`src/hw/rtl/a85_pkg.sv`:
```
// shared types and constants of the ascii85 stream decoder
// no dependencies
package a85_pkg;

    typedef enum logic [1:0] {
        ST_OK    = 2'd0,
        ST_END   = 2'd1,
        ST_BAD   = 2'd2,
        ST_EARLY = 2'd3
    } status_t;

    // one decoded step as handed from front to back
    typedef struct packed {
        logic [31:0] word;
        logic [2:0]  nbytes;
        status_t     status;
    } cmd_t;

    localparam logic [7:0] CHAR_BANG  = 8'h21;
    localparam logic [7:0] CHAR_U     = 8'h75;
    localparam logic [7:0] CHAR_Z     = 8'h7A;
    localparam logic [7:0] CHAR_TILDE = 8'h7E;
    localparam logic [7:0] CHAR_GT    = 8'h3E;

    localparam logic [19:0] DIGIT_BASE = 20'd85;

    // padding with 'u' digits: (v + 1) * 85^k - 1, k = 5 - count
    function automatic logic [19:0] pad_power(input logic [2:0] count);
        logic [19:0] p;
        case (count)
            3'd2:    p = 20'd614125;
            3'd3:    p = 20'd7225;
            default: p = 20'd85;
        endcase
        return p;
    endfunction

endpackage

```
`src/hw/rtl/a85_front.sv`:
```
// front end: accepts characters, classifies them and keeps the group state
// depends on a85_pkg
module a85_front
    import a85_pkg::*;
(
    input  logic       clk,
    input  logic       rst_n,
    input  logic       in_valid,
    output logic       in_ready,
    input  logic [7:0] in_char,
    input  logic       in_end,
    input  logic       q_full,
    output logic       q_push,
    output cmd_t       q_wdata
);

    logic [31:0] value_reg, value_next;
    logic [2:0]  count_reg, count_next;
    logic        tilde_reg, tilde_next;
    logic        marker_reg, marker_next;
    logic        finished_reg, finished_next;

    logic        accept;
    logic [6:0]  dig;
    logic [31:0] mul_a;
    logic [19:0] mul_b;
    logic [31:0] prod;
    logic [31:0] addend;
    logic [31:0] word;
    logic [31:0] out_word;
    logic [2:0]  nb;
    status_t     st;
    logic        is_blank;
    logic        is_digit;
    logic        emit;

    assign in_ready = !q_full;
    assign accept   = in_valid && in_ready;

    assign dig = 7'(in_char - CHAR_BANG);

    // one multiplier serves both the digit step and the end padding
    assign mul_a  = tilde_reg ? (value_reg + 32'd1) : value_reg;
    assign mul_b  = tilde_reg ? pad_power(count_reg) : DIGIT_BASE;
    assign addend = tilde_reg ? 32'hFFFF_FFFF : {25'd0, dig};
    assign prod   = mul_a * {12'd0, mul_b};
    assign word   = prod + addend;

    assign is_digit = (in_char >= CHAR_BANG) && (in_char <= CHAR_U);

    always_comb
    begin
        is_blank = 1'b0;
        case (in_char) inside
            8'h00, 8'h09, 8'h0A, 8'h0C, 8'h0D, 8'h20: is_blank = 1'b1;
            default:                                  is_blank = 1'b0;
        endcase
    end

    always_comb
    begin
        value_next    = value_reg;
        count_next    = count_reg;
        tilde_next    = tilde_reg;
        marker_next   = marker_reg;
        finished_next = finished_reg;
        nb            = 3'd0;
        st            = ST_OK;
        out_word      = word;

        if (is_blank)
        begin
        end
        else if (marker_reg)
        begin
            st = ST_BAD;
        end
        else if (tilde_reg)
        begin
            tilde_next = 1'b0;
            if (in_char == CHAR_GT)
            begin
                marker_next = 1'b1;
                if (count_reg >= 3'd2)
                begin
                    nb = count_reg - 3'd1;
                end
                value_next = 32'd0;
                count_next = 3'd0;
            end
            else
            begin
                st = ST_BAD;
            end
        end
        else if (in_char == CHAR_TILDE)
        begin
            tilde_next = 1'b1;
        end
        else if (in_char == CHAR_Z && count_reg == 3'd0)
        begin
            out_word = 32'd0;
            nb       = 3'd4;
        end
        else if (is_digit)
        begin
            if (count_reg == 3'd4)
            begin
                nb         = 3'd4;
                value_next = 32'd0;
                count_next = 3'd0;
            end
            else
            begin
                value_next = word;
                count_next = count_reg + 3'd1;
            end
        end
        else
        begin
            st = ST_BAD;
        end

        if (st == ST_OK && in_end)
        begin
            st = marker_next ? ST_END : ST_EARLY;
        end
        if (st != ST_OK)
        begin
            finished_next = 1'b1;
        end
    end

    assign emit           = (nb != 3'd0) || (st != ST_OK);
    assign q_push         = accept && !finished_reg && emit;
    assign q_wdata.word   = out_word;
    assign q_wdata.nbytes = nb;
    assign q_wdata.status = st;

    always_ff @(posedge clk or negedge rst_n)
    begin
        if (!rst_n)
        begin
            value_reg    <= 32'd0;
            count_reg    <= 3'd0;
            tilde_reg    <= 1'b0;
            marker_reg   <= 1'b0;
            finished_reg <= 1'b0;
        end
        else if (accept && !finished_reg)
        begin
            value_reg    <= value_next;
            count_reg    <= count_next;
            tilde_reg    <= tilde_next;
            marker_reg   <= marker_next;
            finished_reg <= finished_next;
        end
    end

endmodule

```
`src/hw/rtl/a85_queue.sv`:
```
// short command queue between front and back
// depends on a85_pkg
module a85_queue
    import a85_pkg::*;
#(
    parameter int DEPTH = 2
)
(
    input  logic clk,
    input  logic rst_n,
    input  logic push,
    input  cmd_t wdata,
    input  logic pop,
    output cmd_t rdata,
    output logic full,
    output logic empty
);

    localparam int PW = (DEPTH > 1) ? $clog2(DEPTH) : 1;
    localparam int CW = $clog2(DEPTH + 1);
    localparam logic [PW-1:0] LAST_PTR = PW'(DEPTH - 1);
    localparam logic [CW-1:0] FULL_CNT = CW'(DEPTH);

    cmd_t          mem [DEPTH];
    logic [PW-1:0] wr_ptr_reg, wr_ptr_next;
    logic [PW-1:0] rd_ptr_reg, rd_ptr_next;
    logic [CW-1:0] count_reg, count_next;

    assign full  = (count_reg == FULL_CNT);
    assign empty = (count_reg == '0);
    assign rdata = mem[rd_ptr_reg];

    always_comb
    begin
        wr_ptr_next = wr_ptr_reg;
        rd_ptr_next = rd_ptr_reg;
        count_next  = count_reg;
        if (push)
        begin
            wr_ptr_next = (wr_ptr_reg == LAST_PTR) ? '0 : wr_ptr_reg + PW'(1);
        end
        if (pop)
        begin
            rd_ptr_next = (rd_ptr_reg == LAST_PTR) ? '0 : rd_ptr_reg + PW'(1);
        end
        if (push && !pop)
        begin
            count_next = count_reg + CW'(1);
        end
        else if (pop && !push)
        begin
            count_next = count_reg - CW'(1);
        end
    end

    always_ff @(posedge clk)
    begin
        if (push)
        begin
            mem[wr_ptr_reg] <= wdata;
        end
    end

    always_ff @(posedge clk or negedge rst_n)
    begin
        if (!rst_n)
        begin
            wr_ptr_reg <= '0;
            rd_ptr_reg <= '0;
            count_reg  <= '0;
        end
        else
        begin
            wr_ptr_reg <= wr_ptr_next;
            rd_ptr_reg <= rd_ptr_next;
            count_reg  <= count_next;
        end
    end

endmodule

```
`src/hw/rtl/a85_back.sv`:
```
// back end: turns queued commands into one result transfer per cycle while out_ready is high
// depends on a85_pkg
module a85_back
    import a85_pkg::*;
(
    input  logic       clk,
    input  logic       rst_n,
    input  cmd_t       q_rdata,
    input  logic       q_empty,
    output logic       q_pop,
    output logic       out_valid,
    input  logic       out_ready,
    output logic [7:0] out_byte,
    output logic       byte_valid,
    output logic [1:0] status,
    output logic       last
);

    cmd_t       cmd_reg;
    logic [1:0] idx_reg;
    logic       busy_reg;
    logic       xfer;

    assign out_valid  = busy_reg;
    assign byte_valid = (cmd_reg.nbytes != 3'd0);
    assign status     = cmd_reg.status;
    assign last       = !byte_valid || ({1'b0, idx_reg} == (cmd_reg.nbytes - 3'd1));
    assign xfer       = out_valid && out_ready;
    assign q_pop      = !q_empty && (!busy_reg || (xfer && last));

    // most significant byte first
    always_comb
    begin
        out_byte = 8'd0;
        if (byte_valid)
        begin
            case (idx_reg)
                2'd0:    out_byte = cmd_reg.word[31:24];
                2'd1:    out_byte = cmd_reg.word[23:16];
                2'd2:    out_byte = cmd_reg.word[15:8];
                default: out_byte = cmd_reg.word[7:0];
            endcase
        end
    end

    always_ff @(posedge clk)
    begin
        if (q_pop)
        begin
            cmd_reg <= q_rdata;
        end
    end

    always_ff @(posedge clk or negedge rst_n)
    begin
        if (!rst_n)
        begin
            busy_reg <= 1'b0;
            idx_reg  <= 2'd0;
        end
        else if (q_pop)
        begin
            busy_reg <= 1'b1;
            idx_reg  <= 2'd0;
        end
        else if (xfer && last)
        begin
            busy_reg <= 1'b0;
        end
        else if (xfer)
        begin
            idx_reg <= idx_reg + 2'd1;
        end
    end

endmodule

```
`src/hw/rtl/ascii85_stream_decoder_top.sv`:
```
// ascii85 stream decoder: takes one encoded character per transfer and gives decoded
// bytes with status. A character is taken whenever the command queue (QUEUE_DEPTH
// entries) has room; results leave at one per cycle while out_ready is high, so a 'z'
// or a group-ending digit holds the output port for its four bytes. A result passes
// through the queue memory and the back-end command register before it reaches the
// output.
// depends on a85_pkg, a85_front, a85_queue, a85_back
module ascii85_stream_decoder_top
    import a85_pkg::*;
#(
    parameter int QUEUE_DEPTH = 2
)
(
    input  logic       clk,
    input  logic       rst_n,
    input  logic       in_valid,
    output logic       in_ready,
    input  logic [7:0] in_char,
    input  logic       in_end,
    output logic       out_valid,
    input  logic       out_ready,
    output logic [7:0] out_byte,
    output logic       byte_valid,
    output logic [1:0] status,
    output logic       last
);

    logic q_full;
    logic q_empty;
    logic q_push;
    logic q_pop;
    cmd_t q_wdata;
    cmd_t q_rdata;

    a85_front u_front (
        .clk      (clk),
        .rst_n    (rst_n),
        .in_valid (in_valid),
        .in_ready (in_ready),
        .in_char  (in_char),
        .in_end   (in_end),
        .q_full   (q_full),
        .q_push   (q_push),
        .q_wdata  (q_wdata)
    );

    a85_queue #(
        .DEPTH (QUEUE_DEPTH)
    ) u_queue (
        .clk   (clk),
        .rst_n (rst_n),
        .push  (q_push),
        .wdata (q_wdata),
        .pop   (q_pop),
        .rdata (q_rdata),
        .full  (q_full),
        .empty (q_empty)
    );

    a85_back u_back (
        .clk        (clk),
        .rst_n      (rst_n),
        .q_rdata    (q_rdata),
        .q_empty    (q_empty),
        .q_pop      (q_pop),
        .out_valid  (out_valid),
        .out_ready  (out_ready),
        .out_byte   (out_byte),
        .byte_valid (byte_valid),
        .status     (status),
        .last       (last)
    );

endmodule

```
`config.mk`:
```
export PLATFORM = sky130hd
export DESIGN_NAME = ascii85_stream_decoder_top
export DESIGN_NICKNAME = d
export VERILOG_FILES = /design/src/hw/rtl/a85_pkg.sv /design/src/hw/rtl/a85_front.sv /design/src/hw/rtl/a85_queue.sv /design/src/hw/rtl/a85_back.sv /design/src/hw/rtl/ascii85_stream_decoder_top.sv
export SDC_FILE = /design/constraint.sdc
export NUM_CORES = 1
export LEC_CHECK = 0
export ABC_CLOCK_PERIOD_IN_PS = 10200
export BUFFER_PORTS_ARGS = -buffer_cell sky130_fd_sc_hd__buf_2
export CAP_MARGIN = 20
export CELL_PAD_IN_SITES_DETAIL_PLACEMENT = 1
export CELL_PAD_IN_SITES_GLOBAL_PLACEMENT = 2
export CORE_MARGIN = 2
export CORE_UTILIZATION = 30
export CTS_CLUSTER_SIZE = 12
export DETAILED_ROUTE_END_ITERATION = 10
export PLACE_DENSITY_LB_ADDON = 0.1
export SYNTH_ARGS = -nofsm -noshare
export SYNTH_HDL_FRONTEND = slang
export SYNTH_HIERARCHICAL = 1
export SYNTH_SLANG_ARGS = --single-unit
export TNS_END_PERCENT = 100
```
`constraint.sdc`:
```
create_clock -name clk -period 10.2 [get_ports clk]
set_clock_uncertainty 0.15 [all_clocks]
set_input_delay 2.55 -clock clk [delete_from_list [all_inputs] [get_ports clk]]
set_output_delay 2.55 -clock clk [all_outputs]
set_load 0.03 [all_outputs]
```
==> flow_metrics.py <==
metrics = {
    "logic_synthesis": {
        "ys_seq_area_share_pct": 23.3,
        "synth_ff_type": "edfxtp_1",
        "async_flop_share_pct": 28.8,
        "synth-edff-count": 111,
        "netlist_instances": 1931,
        "ys_ff_latch": 156,
        "synth_nets": 2376,
        "synth_area_sq_um": 19100,
        "syn_area_per_cell_sq_um": 9.92,
        "synth_warnings": 6,
        "synth_cell_types": 77,
    },
    "worst_hold_path": {
        "hold_path.class": "flop to flop",
    },
    "cells_and_area": {
        "area_growth_syn_to_layout_pct": 8.95,
        "fin_nets": 2393,
        "layoutNonFillerInstCount": 2808,
        "multi_input_area_sq_um": 12700,
        "layout.filler_cells": 7254,
        "mostFrequentLayoutCell": "inv_1",
        "drive_gt1_share_pct": 8.62,
        "final-seq-area_sq_um": 4460,
        "most-common-layout-cells": "434 x inv_1, 261 x fa_1, 175 x nor2_1, 171 x ha_1, 145 x nand2_1",
        "largest_reg_flops": 74,
        "final_core_util_pct": 33.1,
    },
    "timing": {
        "finalSetupViolCount": 0,
        "rsz0062_at_grt": "false",
        "period_share_pct": 90.1,
        "post-route-min-period_ps": 9190,
        "tightest_slew_ps": 971,
        "finalSetupTns_ps": 0,
        "setup_ws_ps": 1010,
        "slew_viol_final": 0,
        "timing_hold_violations_final": 0,
        "slew_headroom_pct": 34.8,
        "max_freq_mhz": 109,
    },
    "run": {
        "cap_violations": 0,
    },
    "setup_path": {
        "cpMostUsedCell": "fa_1",
        "cp_max_fo": 7,
        "slowest_stage": "fa_1",
        "arrival_ps": 9180,
        "max_stage_delay_ps": 610,
        "cp-start-kind": "flop",
        "crit_type": "flop to flop",
        "worstSetupEndpointType": "flop",
        "worstPathRequired_ps": 10190,
    },
    "placed_design": {
        "hpwlAfterDp_mm": 50.4,
        "gp_congestion": 0.785,
        "pre_cts_ws_ps": 372,
        "dp.cells": 2774,
        "portBuffers": 26,
    },
    "floorplan": {
        "start_util_pct": 30.4,
        "rows": 92,
        "fp.dieArea_sq_um": 65900,
        "pin_count": 27,
        "core-area_sq_um": 63100,
        "die_y_um": 257,
        "die_width_um": 257,
    },
    "routing": {
        "route.vias.total": 12900,
        "vias_per_cell": 4.59,
        "avgRoutedWirePerCell_um": 21.2,
        "routed_wl_mm": 59.6,
        "drc": 0,
        "dr.pass1.iters": 5,
        "ant_nets": 0,
        "drtIter0Drc": 483,
    },
    "clock_tree": {
        "insertion_delay_ps": 420,
        "h-tree-depth": 4,
        "cts_buffers": 17,
        "cts.sinks": 156,
        "cts_setup_buffers": 0,
        "clock-root-buffer": "clkbuf_16",
        "cts.path.max_buffers": 2,
        "cts-hold-fix-buffers": 0,
        "cts.clk_slew.worst_paths_ps": 70,
        "cts_tree": "yes",
        "cts_resized": 0,
    },
    "global_routing": {
        "grt_pass1_vias": 14821,
        "grt_pass1_wl_mm": 92.7,
        "globalRouteOverflowTotal": 0,
        "grt.total_usage_pct": 18.7,
        "antenna_found_initial": 0,
        "grt_max_degree": 46,
    },
    "power_and_ir_drop": {
        "power_mw": 4.31,
        "vdd.ir_drop.worst_v": 0.000127,
        "powerDensity_nw_per_um2": 207,
        "p_leak_nw": 9.99,
    },
    "status": {
        "status": "finished, final reports clean",
    },
}
-- logic make-up (layout without fill, tap and decap cells) --
kind of cell	after synthesis	count (layout)	share of synthesized area [%]
compound gates	182	182	6.16
xor+xnor	145	145	6.93
flops	156	156	23.3
fa+ha+maj	432	432	38.5
other cells	0	1	0
buf+inv	504	534	10.6
mux	51	51	3.37
simple gates	461	461	11.2
-- stage by stage --
stage / hold WS (ps) / area [sq um]
2_1_floorplan: 305 / 19100
3_5_place_dp: 339 / 20300
6_report: 356 / 20900
3_3_place_gp: 320 / 20300
5_1_grt: 385 / 20900
4_1_cts: 352 / 20900
-- where the power goes --
part           switching, mW  total, mW  internal (mW)
logic                   1.70       2.69          0.981
clock network          0.261      0.627          0.366
registers             0.0885       1.00          0.912
total                   2.05       4.31           2.26
-- critical path, delay by kind of cell (launching register included) --
kind                     cells  cell delay, ps
AO/OA/AOI/OAI                9            2170
XOR/XNOR                     3             670
adder cells (fa/ha/maj)      9            3950
buffers and inverters        4             370
flip-flops                   1             520
AND/OR/NAND/NOR              6            1080
-- path summary, 6_finish.rpt --
path                            slack, ps                   end  depth (start not counted)                  from
worst min register to register        360  u_queue/count_reg[1]                          1  u_queue/count_reg[1]
max in group asynchronous            7320     u_front/tilde_reg                          2                 rst_n
worst min-delay path                  360  u_queue/count_reg[1]                          1  u_queue/count_reg[1]
min in group asynchronous            2070      u_back/out_valid                          2                 rst_n
worst max-delay path                 1010    u_queue/mem[0][36]                         31  u_front/value_reg[0]
worst max register to register       1010    u_queue/mem[0][36]                         31  u_front/value_reg[0]
-- per-layer routing --
metal | vias up | part of all wire (%) | track usage (%)
met3 | 28 | 1.5 | 1.24
met2 | 113 | 51 | 33.1
met5 | - | 0 | 0
met1 | 6675 | 47 | 25.5
met4 | 0 | 1.3 | 3.05
li1 | 6084 | - | -
-- layout make-up --
| type | count | share of cell area [%] |
|---|---|---|
| Antenna cell | 1 | 0.0120 |
| Clock buffer | 21 | 2.31 |
| Clock inverter | 11 | 0.510 |
| Inverter | 434 | 7.81 |
| Multi-Input combinational cell | 1271 | 60.8 |
| Sequential cell | 156 | 21.4 |
| Tap cell | 846 | 5.07 |
| Timing Repair Buffer | 68 | 2.11 |
-- cells in the mapped netlist, drive strengths merged, types with 3 or more instances --
library cell,number,share of area (%)
a211oi,3,0.12
nor4,3,0.13
mux2i,10,0.52
o21a,9,0.35
nor2b,19,0.62
xnor2,80,3.7
a311o,3,0.16
fa,261,27
a21o,16,0.63
and3,6,0.21
o211ai,4,0.16
nand3b,4,0.16
nor3,15,0.42
mux2,41,2.8
a21boi,4,0.16
dfrtp,45,5.9
a22o,4,0.18
and4,3,0.14
edfxtp,111,17
nor3b,3,0.12
a21oi,41,1.1
and2,12,0.41
or3,7,0.23
a31oi,3,0.098
xor2,61,2.8
nand2,146,2.9
nor2,177,3.5
buf,24,0.97
nand2b,9,0.29
nand4,14,0.68
or2,3,0.098
xnor3,3,0.35
nand3,30,0.88
ha,171,11
a222oi,8,0.42
o21ai,59,1.5
inv,434,8.5
clkbuf,45,1.1
nand4b,3,0.14
o21bai,10,0.39
(Power assumes the default switching activity.)
